<file path="src/hw/rtl/pftb_pkg.sv">
// ----------------------------------------------------------------------------
// Policer package
// Item kind codes and the command and status groups between the controller
// and the datapath.
// ----------------------------------------------------------------------------
package pftb_pkg;

  localparam logic [1:0] KIND_PACKET   = 2'd0;
  localparam logic [1:0] KIND_UE_LIMIT = 2'd1;
  localparam logic [1:0] KIND_SS_LIMIT = 2'd2;

  typedef struct packed {
    logic load;
    logic sel_sess;
    logic calc;
    logic add;
    logic chk_wr;
    logic lim_wr;
    logic out_load;
  } cmd_t;

  typedef struct packed {
    logic clr_done;
    logic hit;
    logic bucket_ok;
    logic out_busy;
  } status_t;

endpackage

</file>
<file path="src/hw/rtl/pftb_ctrl.sv">
// ----------------------------------------------------------------------------
// Policer controller
// Sequences the clearing pass, the two bucket updates of a packet and the
// read-modify-write of a limit item.
// ----------------------------------------------------------------------------
module pftb_ctrl (
  input  logic              clk,
  input  logic              rst_n,
  input  logic              in_valid,
  input  logic [1:0]        in_kind,
  output logic              in_stall,
  input  pftb_pkg::status_t st,
  output pftb_pkg::cmd_t    cmd
);

  localparam logic [3:0] S_CLR  = 4'd0;
  localparam logic [3:0] S_IDLE = 4'd1;
  localparam logic [3:0] S_RD   = 4'd2;
  localparam logic [3:0] S_CALC = 4'd3;
  localparam logic [3:0] S_ADD  = 4'd4;
  localparam logic [3:0] S_CHK  = 4'd5;
  localparam logic [3:0] S_DONE = 4'd6;
  localparam logic [3:0] S_LRD  = 4'd7;
  localparam logic [3:0] S_LWR  = 4'd8;

  logic [3:0] state_r, state_nxt;
  logic       sel_r, sel_nxt;

  always_ff @(posedge clk) begin
    if (!rst_n) begin
      state_r <= S_CLR;
      sel_r   <= 1'b0;
    end else begin
      state_r <= state_nxt;
      sel_r   <= sel_nxt;
    end
  end

  assign in_stall = (state_r != S_IDLE);

  always_comb begin
    state_nxt    = state_r;
    sel_nxt      = sel_r;
    cmd          = '0;
    cmd.sel_sess = sel_r;
    unique case (state_r)
      S_CLR: begin
        if (st.clr_done) state_nxt = S_IDLE;
      end
      S_IDLE: begin
        if (in_valid) begin
          cmd.load = 1'b1;
          unique case (in_kind)
            pftb_pkg::KIND_PACKET: begin
              sel_nxt   = 1'b0;
              state_nxt = S_RD;
            end
            pftb_pkg::KIND_UE_LIMIT: begin
              sel_nxt   = 1'b0;
              state_nxt = S_LRD;
            end
            pftb_pkg::KIND_SS_LIMIT: begin
              sel_nxt   = 1'b1;
              state_nxt = S_LRD;
            end
            default: state_nxt = S_IDLE;
          endcase
        end
      end
      S_RD: state_nxt = S_CALC;
      S_CALC: begin
        cmd.calc = 1'b1;
        if (st.hit) begin
          state_nxt = S_ADD;
        end else if (sel_r) begin
          state_nxt = S_DONE;
        end else begin
          sel_nxt   = 1'b1;
          state_nxt = S_RD;
        end
      end
      S_ADD: begin
        cmd.add   = 1'b1;
        state_nxt = S_CHK;
      end
      S_CHK: begin
        cmd.chk_wr = 1'b1;
        if (!st.bucket_ok || sel_r) begin
          state_nxt = S_DONE;
        end else begin
          sel_nxt   = 1'b1;
          state_nxt = S_RD;
        end
      end
      S_DONE: begin
        if (!st.out_busy) begin
          cmd.out_load = 1'b1;
          state_nxt    = S_IDLE;
        end
      end
      S_LRD: state_nxt = S_LWR;
      S_LWR: begin
        cmd.lim_wr = 1'b1;
        state_nxt  = S_IDLE;
      end
      default: state_nxt = S_CLR;
    endcase
  end

endmodule

</file>
<file path="config.mk">
export PLATFORM = sky130hd
export DESIGN_NAME = pftb_ctrl
export DESIGN_NICKNAME = d
export VERILOG_FILES = /design/src/hw/rtl/pftb_pkg.sv /design/src/hw/rtl/pftb_ctrl.sv
export SDC_FILE = /design/constraint.sdc
export NUM_CORES = 1
export LEC_CHECK = 0
export BUFFER_PORTS_ARGS = -buffer_cell sky130_fd_sc_hd__clkbuf_2
export CAP_MARGIN = 10
export CORE_AREA = 2 2 39 41
export CTS_CLUSTER_SIZE = 20
export DETAILED_ROUTE_END_ITERATION = 10
export DIE_AREA = 0 0 41 43
export PLACE_DENSITY = 0.74
export SLEW_MARGIN = 15
export SYNTH_ARGS = -nofsm -noshare
export SYNTH_HDL_FRONTEND = slang
export SYNTH_SLANG_ARGS = --single-unit
export TNS_END_PERCENT = 30
</file>
<file path="constraint.sdc">
create_clock -name clk -period 1.8 [get_ports clk]
set_clock_uncertainty 0.15 [all_clocks]
set_input_delay 0.27 -clock clk [delete_from_list [all_inputs] [get_ports clk]]
set_output_delay 0.27 -clock clk [all_outputs]
set_load 0.01 [all_outputs]
</file>
# ---- Word level (Yosys, flattened, before mapping)
# Cells that the tools add are included.
dict set report op_classes {
  add_sub_neg 0
  n_mul 0
  div 0
  order_cmp 0
  n_eq_ne 17
  n_shift 0
  n_mux 21
  bitwise_logic 0
  reduce_logical 9
}
# cell count
set ops {}
lappend ops {{4-bit case mux with 9 select lines} 1}
lappend ops {{4-bit by 3-bit equality test with 1-bit output, second input constant} 4}
lappend ops {{4-bit 2-to-1 mux} 4}
lappend ops {{1-bit 2-to-1 mux} 11}
lappend ops {{2-bit inequality test, second input constant} 5}
lappend ops {{4-bit by 2-bit equality test with 1-bit output, second input constant} 2}
lappend ops {{3-bit 2-to-1 mux} 2}
lappend ops {{3-bit case mux with 2 select lines} 1}
lappend ops {{5-bit AND reduction} 1}
lappend ops {{4-bit by 1-bit equality test with 1-bit output, second input constant} 1}
lappend ops {{4-bit equality test, second input constant} 1}
lappend ops {{4-bit logical NOT} 1}
lappend ops {{4-bit by 1-bit inequality test with 1-bit output, second input constant} 1}
lappend ops {{2-bit OR reduction} 2}
lappend ops {{3-bit inequality test, second input constant} 1}
lappend ops {{1-bit case mux with 3 select lines} 1}
lappend ops {{3-bit AND reduction} 1}
lappend ops {{3-bit nonzero test} 1}
lappend ops {{2-bit by 1-bit equality test with 1-bit output, second input constant} 1}
lappend ops {{2-bit equality test, second input constant} 1}
lappend ops {{2-bit logical NOT} 1}
lappend ops {{1-bit case mux with 2 select lines} 1}
lappend ops {{1-bit logical NOT} 1}
lappend ops {{1-bit logical OR} 1}
dict set report totals {
  register_bits 5
  latch_bits 0
  ram_bits 0
  romBits 0
  elab_cells 49
  n_memories 0
}

# ---- Logic depth before layout (Yosys ltp)
# Gate-level depths: netlist of run 1.
dict set report logic_depth {
  depth_word 5
  mapped_depth 6
  ltp_nobuf 6
}

# ---- Least setup slack after synthesis of run 1
# OpenSTA, ideal clock, no wires.
dict set report synth_timing {
  kind {reg2out}
  startpoint {register state_r[1]}
  endpoint {output port cmd[1] (netlist bit)}
  t_arrival_ps 1056
  required_ps 1380
  setup_slack_ps 324
  path_stages_with_launch 4
  cell_sequence {dfxtp_1 -> buf_2 -> buf_2 -> nor4b_1}
}
# element line
set synth_rtl {}
lappend synth_rtl {{start, declared} pftb_ctrl.sv:26} ;# logic [3:0] state_r, state_nxt;
lappend synth_rtl {{start signal, assigned} pftb_ctrl.sv:34} ;# state_r <= state_nxt;
lappend synth_rtl {{end, declared} pftb_ctrl.sv:13} ;# output pftb_pkg::cmd_t cmd

==> reports/metrics.yaml, run 1 <==
synth:
  ys_warn_count: 0
  seq_area_frac_synth: 0.192
  syn_inst: 69
  syn-num-nets: 82
  ys_seq_elements: 5
  ys_types: 31
  synth_area_per_cell_sq_um: 7.54
  syn_area_sq_um: 520
floorplanning:
  die_area_sq_um: 1760
  coreArea_sq_um: 1380
  num_rows: 14
  start_util: 0.376
  ios: 17
  fp.dieW_microns: 41
  die-height_microns: 43
power:
  switchingPower_w: 0.000260
  switching_share: 0.427
  p_leak_nw: 0.292
  pwr-share-comb: 0.425
  vdd_drop_max_mv: 0.384
  p_total_w: 0.000609
  internal-power_w: 0.000349
  clkPwrFrac: 0.231
  p_seq_frac: 0.345
  power_density_nw_per_um2: 997
cells_and_area:
  diodes: 0
  fillerInstances: 155
  fin_nets: 97
  design_area_sq_um: 611
  layout-drive-gt1-share: 0.313
  syn_to_final_growth_pct: 17.3
clocking:
  clk_latency_ps: 250
  cts_resized: 3
  cts_tree: "built"
  clock-sinks: 5
  clkTransAtPathRegs_ps: 50
  cts_setup_buffers: 0
  cts_root_buf: "clkbuf_4"
  htreeDepth: 1
  hold_buffers: 0
  max-clock-path-buffers: 2
  cts_inserted_buffers: 3
critical_path:
  cp_num_buf_inv: 1
  crit_type: "reg -> out"
  r2r_cells: 4
  crit_fanout: 16
  worst-path-stages: 3
  max_stage_delay_ps: 460
  crit_path_start_kind: "flop"
  critical-path-top-delay-family: "flip-flops"
  cp.required_ps: 1380
  arrival_ps: 1230
  cpMaxStageDelayCell: "dfxtp_2"
  cp_cell_sequence: "nand2b_1 -> nor3b_1 -> clkbuf_2"
  crit_path_end_kind: "output port"
global_route:
  gr-total-overflow: 0
  global_route.usage.total: 0.163
  first_global_vias: 474
  antenna_found_initial: 0
  grt_pass1_wl_mm: 1.95
  grt_max_degree: 17
timing:
  fin_tns_setup_ps: 0
  hold_ws_ps: 120
  setup_viol: 0
  slew_headroom: 0.793
  fin_crit_ps: 1650
  maxClockFrequency_ghz: 0.605
  hold_violations: 0
  period_share: 0.919
  slew_violations: 0
  rsz0062_at_grt: "no"
  worstMarginPinSlew_ps: 307
detailed_routing:
  antenna_left: 0
  dr.pass1.iters: 4
  vias: 533
  viasPerCell: 5.38
  drc: 0
  wl_mm: 1.18
  wl_per_cell_microns: 11.9
  drtIter0Drc: 12
place:
  dp.final_hpwl_microns: 837
  place.gp.congestion: 0.780
  placed_cell_area_sq_um: 579
  portBuffers: 16
min_path:
  hold_depth: 2
  hold_class: "in -> reg"
status:
  status: "completed"
flow_run:
  maxCapViolCount: 0
==> flip-flops by register name, summed over array words and instances, names as in the netlist <==
| register | flops |
|---|---|
| sel_r | 1 |
| state_r | 4 |
==> cell usage in the layout, fill, tap and decap left out <==
cell | synthesis | final
and2b_1 | 1 | 1
clkbuf_4 | 0 | 3
inv_1 | 4 | 4
nand2_1 | 3 | 3
nor3b_1 | 1 | 1
a211oi_1 | 1 | 1
xor2_1 | 1 | 1
nand2b_1 | 6 | 6
ha_1 | 4 | 4
a21o_1 | 1 | 1
dfxtp_1 | 5 | 1
nor2_1 | 6 | 6
clkbuf_1 | 0 | 1
and3_1 | 1 | 1
or3_4 | 1 | 1
clkbuf_2 | 0 | 16
o21ai_1 | 2 | 2
nand3b_1 | 1 | 1
a31oi_1 | 2 | 2
nor2b_1 | 2 | 2
o21a_1 | 2 | 2
a21bo_1 | 1 | 1
dfxtp_2 | 0 | 4
nor4b_1 | 1 | 1
nor4_1 | 3 | 3
o41ai_2 | 1 | 1
a221o_1 | 1 | 1
nor3_1 | 4 | 4
o32ai_1 | 1 | 1
o21ai_0 | 4 | 4
a21oi_1 | 2 | 2
nand2_2 | 1 | 1
==> power by group through the flow <==
stage	Clock, W	Sequential [W]	Combinational [W]
4_1_cts	0.000146	0.000208	0.000259
3_5_place_dp	0	0.000207	0.000256
5_1_grt	0.000154	0.000220	0.000293
3_3_place_gp	0	0.000203	0.000251
6_report	0.000140	0.000210	0.000259
2_1_floorplan	0	0.000156	0.000261
==> per-stage QoR <==
stage,util,setup WS [ps],std cells
after floorplan,-,324,69
after detailed placement,0.419,218,95
after global placement,0.419,264,95
after global routing,0.441,39.6,99
after CTS,0.440,46.5,99
final,0.441,146,99
==> cells in the mapped netlist (all sizes together) <==
master	instances	area (sq um)
o21ai	6	30.0
nor4	3	18.8
nor3	4	20.0
nor2b	2	12.5
o32ai	1	8.76
a211oi	1	7.51
a21bo	1	10.0
o41ai	1	16.3
nand2	4	17.5
nand3b	1	7.51
or3	1	11.3
nor3b	1	7.51
and3	1	6.26
o21a	2	15.0
nor4b	1	8.76
ha	4	50.1
dfxtp	5	100
a21oi	2	10.0
a31oi	2	12.5
nor2	6	22.5
a21o	1	7.51
nand2b	6	37.5
xor2	1	8.76
and2b	1	7.51
inv	4	15.0
buf	6	41.3
a221o	1	10.0
==> worst reg2reg max path, cell delays in order (launching register included) <==
cell and delay [ps]:
dfxtp_2 490, nand2_2 130, o21ai_1 280, nor3_1 90, a21bo_1 180
==> cells by family after synthesis <==
kind of cell    synth area share
simple gates               0.341
compound gates             0.245
buf+inv                    0.108
flops                      0.192
fa+ha+maj                 0.0962
xor+xnor                  0.0168
==> path summary, 6_finish.rpt <==
| path | from | endpoint | slack, ps |
|---|---|---|---|
| hold / removal | in_valid | state_r[0] | 120 |
| hold reg to reg | sel_r | sel_r | 420 |
| setup reg to reg | state_r[1] | state_r[1] | 380 |
| setup / recovery | state_r[0] | cmd[4] | 150 |
==> final cells by class <==
cell class	instances	area (sq um)	share of cell area
clock buffer	4	26.3	0.0430
inverter	4	15.0	0.0246
tap	16	20.0	0.0328
sequential	5	105	0.172
multi-input combinational	54	364	0.596
timing repair buffer	16	80.1	0.131
==> metal layers <==
layer | wire, microns | GRT usage | up-vias
li1 | - | - | 268
met1 | 548 | 0.201 | 250
met2 | 555 | 0.247 | 15
met3 | 75 | 0.0785 | 0
met4 | 0 | 0.0400 | 0
met5 | 0 | 0 | -
Power figures use the tool's default switching activity.
==> run 2, diff against run 1 <==
--- a/config.mk
+++ b/config.mk
@@ -5,13 +5,14 @@
 export SDC_FILE = /design/constraint.sdc
 export NUM_CORES = 1
 export LEC_CHECK = 0
+export ABC_AREA = 1
 export BUFFER_PORTS_ARGS = -buffer_cell sky130_fd_sc_hd__clkbuf_2
 export CAP_MARGIN = 10
 export CORE_AREA = 2 2 39 41
 export CTS_CLUSTER_SIZE = 20
 export DETAILED_ROUTE_END_ITERATION = 10
 export DIE_AREA = 0 0 41 43
-export PLACE_DENSITY = 0.74
+export PLACE_DENSITY = 0.72
 export SLEW_MARGIN = 15
 export SYNTH_ARGS = -nofsm -noshare
 export SYNTH_HDL_FRONTEND = slang
==> reports/metrics.yaml, run 2 <==
status:
  status: "completed"
critical_path:
  crit_fanout: 5  # -11
  crit_path_end_kind: "output port"
  r2r_cells: 7  # +3
  arrival_ps: 1240  # about the same
  cp.required_ps: 1380  # about the same
  crit_type: "reg -> out"
  crit_path_start_kind: "flop"
floorplanning:
  coreArea_sq_um: 1380  # unchanged
  die_area_sq_um: 1760  # unchanged
  die-height_microns: 43  # unchanged
  num_rows: 14  # unchanged
  fp.dieW_microns: 41  # unchanged
  ios: 17  # unchanged
  start_util: 0.354  # -0.0217
detailed_routing:
  antenna_left: 0  # unchanged
  wl_per_cell_microns: 8.65  # -27%
  drtIter0Drc: 7  # -5
  drc: 0  # unchanged
  viasPerCell: 4.44  # -18%
  vias: 506  # -5.1%
  wl_microns: 986  # -16%
  dr.pass1.iters: 4  # unchanged
clocking:
  clock-sinks: 5  # unchanged
  hold_buffers: 0  # unchanged
  clk_latency_ps: 240  # about the same
  cts_root_buf: "clkbuf_4"
  max-clock-path-buffers: 2  # unchanged
  cts_setup_buffers: 0  # unchanged
  clkTransAtPathRegs_ps: 40  # about the same
  cts_tree: "built"
  cts_inserted_buffers: 3  # unchanged
  htreeDepth: 1  # unchanged
  cts_resized: 0  # -3
power:
  power_density_nw_per_um2: 873  # -12%
  p_leak_nw: 0.374  # +28%
  p_seq_frac: 0.292  # -0.053
  vdd_drop_max_mv: 0.409  # +6.4%
  switching_share: 0.421  # -0.00612
  clkPwrFrac: 0.235  # +0.004
  internal-power_w: 0.000308  # -12%
  pwr-share-comb: 0.474  # +0.049
  switchingPower_w: 0.000224  # -14%
place:
  place.gp.congestion: 0.806  # +3.3%
  portBuffers: 16  # unchanged
  dp.final_hpwl_microns: 869  # +3.8%
  dp.cells: 110  # +16%
synth:
  synth_edf_count: 0  # unchanged
  yosys.area.top_type_share: 0.204  # +0.0118
  synth_common_cells: "nand2_1 (19), inv_1 (14), nor2_1 (9), nand3_1 (8), dfxtp_1 (5)"
  ys_warn_count: 0  # unchanged
  ys_seq_elements: 5  # unchanged
  yosysTopAreaCell: "dfxtp_1"
  synth_area_leaders: "dfxtp_1 (20%), nand2_1 (15%), inv_1 (11%)"
  post-synth-top-count-cell: "nand2_1"
  syn_area_sq_um: 490  # -5.8%
  seq_area_frac_synth: 0.204  # +0.0118
  synthFlopType: "dfxtp_1"
  syn-num-nets: 92  # +12%
  async_reset_ff_frac: 0  # unchanged
  ys_types: 18  # -42%
  synth_area_per_cell_sq_um: 6.21  # -18%
  syn_inst: 79  # +14%
cells_and_area:
  fillerInstances: 141  # -9.0%
  layout_commonest_cell: "nand2_1"
  diodes: 0  # unchanged
  fin_cells: 114  # +15%
  reg_top3: "state_r (4), sel_r (1)"
  fin_nets: 112  # +15%
  syn_to_final_growth_pct: 24.2
  mostFrequentLayoutCells: "nand2_1 (19), clkbuf_2 (16), inv_1 (14)"
  largest-register: "state_r"
  largest_reg_flops: 4  # unchanged
  layout-drive-gt1-share: 0.296  # -0.0173
timing:
  fin_crit_ps: 1660  # +9.66 ps
  rsz0062_at_grt: "no"
  maxClockFrequency_ghz: 0.601  # -0.58%
  hold_ws_ps: 102  # -18.6 ps
  hold_violations: 0  # unchanged
  setup_viol: 0  # unchanged
  slew_headroom: 0.817  # +0.0235
  fin_tns_setup_ps: 0  # unchanged
  worstMarginPinSlew_ps: 274  # -33.1 ps
  period_share: 0.924  # +0.00537
  slew_violations: 0  # unchanged
min_path:
  hold_class: "in -> reg"
  hold_depth: 3  # +1
global_route:
  first_global_vias: 405  # -15%
  gr-total-overflow: 0  # unchanged
  grt_pass1_wl_mm: 1.52  # -22%
  global_route.usage.total: 0.129  # -0.0347
  grt_max_degree: 11  # -6
  antenna_found_initial: 0  # unchanged
flow_run:
  maxCapViolCount: 0  # unchanged
==> run 2: kinds of logic after synthesis <==
family,synth area share
fa+ha+maj,0.102
compound gates,0.0561
simple gates,0.500
flops,0.204
buf+inv,0.138
==> run 2: layout make-up <==
cell class / count / area (sq um) / share of cell area
Inverter: 16 / 60.1 / 0.0986
Clock buffer: 4 / 26.3 / 0.0431
Multi-Input combinational cell: 57 / 323 / 0.530
Sequential cell: 5 / 100 / 0.164
Tap cell: 16 / 20.0 / 0.0329
Timing Repair Buffer: 16 / 80.1 / 0.131
==> run 2: per-layer routing <==
layer / global-route usage / wire (microns)
met5: 0 / 0
met4: 0.0800 / 0
met3: 0.0471 / 53
met2: 0.188 / 498
met1: 0.152 / 434
==> run 2: worst max-delay path, cell delays in order (launching register included) <==
cell and delay, ps:
dfxtp_1 370, inv_1 90, nor2_2 210, nand3_1 100
nor2_1 100, clkbuf_2 140
==> run 2: metrics by stage <==
step           power (W)  cell area (sq um)  utilization  worst slack [ps]
6_report        0.000532                609        0.440               136
5_1_grt         0.000582                609        0.440              27.8
4_1_cts         0.000542                609        0.440               116
3_5_place_dp    0.000410                583        0.421               377
3_3_place_gp    0.000411                583        0.421               375
2_1_floorplan   0.000353                490            -               491
==> run 2: power groups by stage <==
stage	Sequential, W	Clock (W)	Combinational [W]
4_1_cts	0.000154	0.000133	0.000255
2_1_floorplan	0.000153	0	0.000200
5_1_grt	0.000158	0.000145	0.000279
3_5_place_dp	0.000157	0	0.000254
3_3_place_gp	0.000156	0	0.000255
6_report	0.000155	0.000125	0.000252
==> run 2: path summary, 6_finish.rpt <==
kind / end / slack (ps) / startpoint
setup / recovery: cmd[0] / 140 / state_r[2]
hold / removal: sel_r / 100 / rst_n
setup reg to reg: state_r[1] / 410 / state_r[2]
hold reg to reg: sel_r / 370 / sel_r
==> run 3, diff against run 2 <==
--- a/config.mk
+++ b/config.mk
@@ -5,14 +5,13 @@
 export SDC_FILE = /design/constraint.sdc
 export NUM_CORES = 1
 export LEC_CHECK = 0
-export ABC_AREA = 1
 export BUFFER_PORTS_ARGS = -buffer_cell sky130_fd_sc_hd__clkbuf_2
 export CAP_MARGIN = 10
-export CORE_AREA = 2 2 39 41
+export CORE_MARGIN = 2
+export CORE_UTILIZATION = 31
 export CTS_CLUSTER_SIZE = 20
 export DETAILED_ROUTE_END_ITERATION = 10
-export DIE_AREA = 0 0 41 43
-export PLACE_DENSITY = 0.72
+export PLACE_DENSITY = 0.63
 export SLEW_MARGIN = 15
 export SYNTH_ARGS = -nofsm -noshare
 export SYNTH_HDL_FRONTEND = slang
==> reports/metrics.yaml, run 3 (synthesis gave the netlist of run 1 again) <==
status:
  status: "completed"
clocking:
  hold_buffers: 0  # unchanged
  htreeDepth: 1  # unchanged
  max-clock-path-buffers: 2  # unchanged
  cts_tree: "built"
  cts_inserted_buffers: 3  # unchanged
  clkTransAtPathRegs_ps: 50  # about the same
  clk_latency_ps: 250  # about the same
  cts_setup_buffers: 0  # unchanged
  clock-sinks: 5  # unchanged
  cts_root_buf: "clkbuf_4"
cells_and_area:
  layout_commonest_cell: "clkbuf_2"
  mostFrequentLayoutCells: "clkbuf_2 (16), nand2b_1 (6), nor2_1 (6)"
  diodes: 0  # unchanged
  fin_nets: 98  # -13%
  reg_top3: "state_r (4), sel_r (1)"
  design_area_sq_um: 628  # +3.1%
  fillerInstances: 161  # +14%
  final_core_util: 0.407  # -0.0329
  largest_reg_flops: 4  # unchanged
  syn_to_final_growth_pct: 20.7
  largest-register: "state_r"
  layout-drive-gt1-share: 0.321  # +0.0255
detailed_routing:
  wl_mm: 1.24  # +25%
  dr.pass1.iters: 4  # unchanged
  antenna_left: 0  # unchanged
  viasPerCell: 5.34  # +20%
  drc: 0  # unchanged
  wl_per_cell_microns: 12.4  # +43%
  vias: 534  # +5.5%
  drtIter0Drc: 7  # unchanged
place:
  portBuffers: 16  # unchanged
  dp.final_hpwl_microns: 917  # +5.5%
  place.gp.congestion: 0.771  # -4.4%
  placed_cell_area_sq_um: 587  # +0.64%
timing:
  fin_crit_ps: 1690  # +25.9 ps
  setup_viol: 0  # unchanged
  hold_violations: 0  # unchanged
  fin_tns_setup_ps: 0  # unchanged
  slew_headroom: 0.781  # -0.0358
  slew_violations: 0  # unchanged
  maxClockFrequency_ghz: 0.592  # -1.5%
  worstMarginPinSlew_ps: 325  # +51.4 ps
  rsz0062_at_grt: "no"
  period_share: 0.939  # +0.0144
critical_path:
  r2r-start: "state_r[3]"
  timing.reg2reg.setup_slack_ps: 400  # about the same
  crit_path_start_kind: "flop"
  cpMaxStageDelayCell: "dfxtp_2"
  max_stage_delay_ps: 480  # +110 ps
  worstReg2RegEnd: "state_r[1]"
  cp.required_ps: 1380  # about the same
  crit_fanout: 16  # +11
  cp_cell_sequence: "nand2b_1 -> nor3b_1 -> clkbuf_2"
  arrival_ps: 1270  # +30 ps
  startpoint: "state_r[0]"
  crit_type: "reg -> out"
  r2r_cells: 5  # -2
  crit_path_end_kind: "output port"
global_route:
  gr-total-overflow: 0  # unchanged
  global_route.usage.total: 0.142  # +0.0132
  antenna_found_initial: 0  # unchanged
  grt_pass1_wl_mm: 2.10  # +39%
  first_global_vias: 487  # +20%
  grt_max_degree: 17  # +6
min_path:
  min_to: "state_r[0]"
  hold_class: "in -> reg"
  hold_path_startpoint: "in_valid"
  hold_depth: 2  # -1
power:
  power_density_nw_per_um2: 979  # +12%
  p_total_w: 0.000615  # +16%
  vdd_drop_max_mv: 0.356  # -13%
  p_leak_nw: 0.298  # -20%
floorplanning:
  start_util: 0.338  # -0.0168
  die-height_microns: 45.0  # +4.6%
  coreArea_sq_um: 1540  # +11%
  num_rows: 14  # unchanged
  fp.dieW_microns: 45.0  # +9.7%
  ios: 17  # unchanged
  die_area_sq_um: 2020  # +15%
flow_run:
  maxCapViolCount: 0  # unchanged
-- run 3: worst max path at each step --
stage | endpoint | slack [ps] | depth (start not counted)
4_1_cts | cmd[4] | 120 | 3
3_3_place_gp | cmd[4] | 230 | 3
6_report | cmd[4] | 110 | 3
5_1_grt | cmd[4] | 3 | 3
2_1_floorplan | cmd[1] | 320 | 3
3_5_place_dp | cmd[4] | 220 | 3
-- run 3: cell type report --
cell class | count | area (sq um) | share of cell area
Multi-Input combinational cell | 54 | 370 | 0.590
Inverter | 4 | 15.0 | 0.0239
Clock buffer | 4 | 26.3 | 0.0418
Timing Repair Buffer | 17 | 87.6 | 0.139
Sequential cell | 5 | 109 | 0.173
Tap cell | 16 | 20.0 | 0.0319
-- run 3: metal layers --
layer,wire length [microns],vias to the layer above,share of wire,track usage
met2,617,14,0.50,0.209
li1,-,275,-,-
met4,19,0,0.015,0.0882
met5,0,-,0,0
met1,543,243,0.44,0.189
met3,57,2,0.046,0.0280
-- run 3: what timing repair did --
action,CTS,global route
gates resized for setup,3,3
setup endpoints to repair,2,1
pin swaps,0,0
endpoints found under the hold margin,0,0
-- run 3: power breakdown --
part | total [W] | leakage (nW) | internal [W] | switching (W)
registers | 0.000218 | 0.0426 | 0.000141 | 0.0000772
clock network | 0.000137 | 0.0150 | 0.0000843 | 0.0000530
logic | 0.000259 | 0.240 | 0.000126 | 0.000133
total | 0.000615 | 0.298 | 0.000352 | 0.000263
-- run 3: critical path, delay by kind of cell (launching register included) --
| kind | cells | cell delay [ps] |
|---|---|---|
| buffers and inverters | 1 | 160 |
| flip-flops | 1 | 480 |
| AND/OR/NAND/NOR | 2 | 370 |
-- run 3: stage by stage --
stage          setup slack (ps)  cells  hold WS (ps)
3_5_place_dp                217     96           396
4_1_cts                     125    100           124
6_report                    111    100           129
5_1_grt                    3.15    100           136
3_3_place_gp                230     96           400
2_1_floorplan               324     69           240
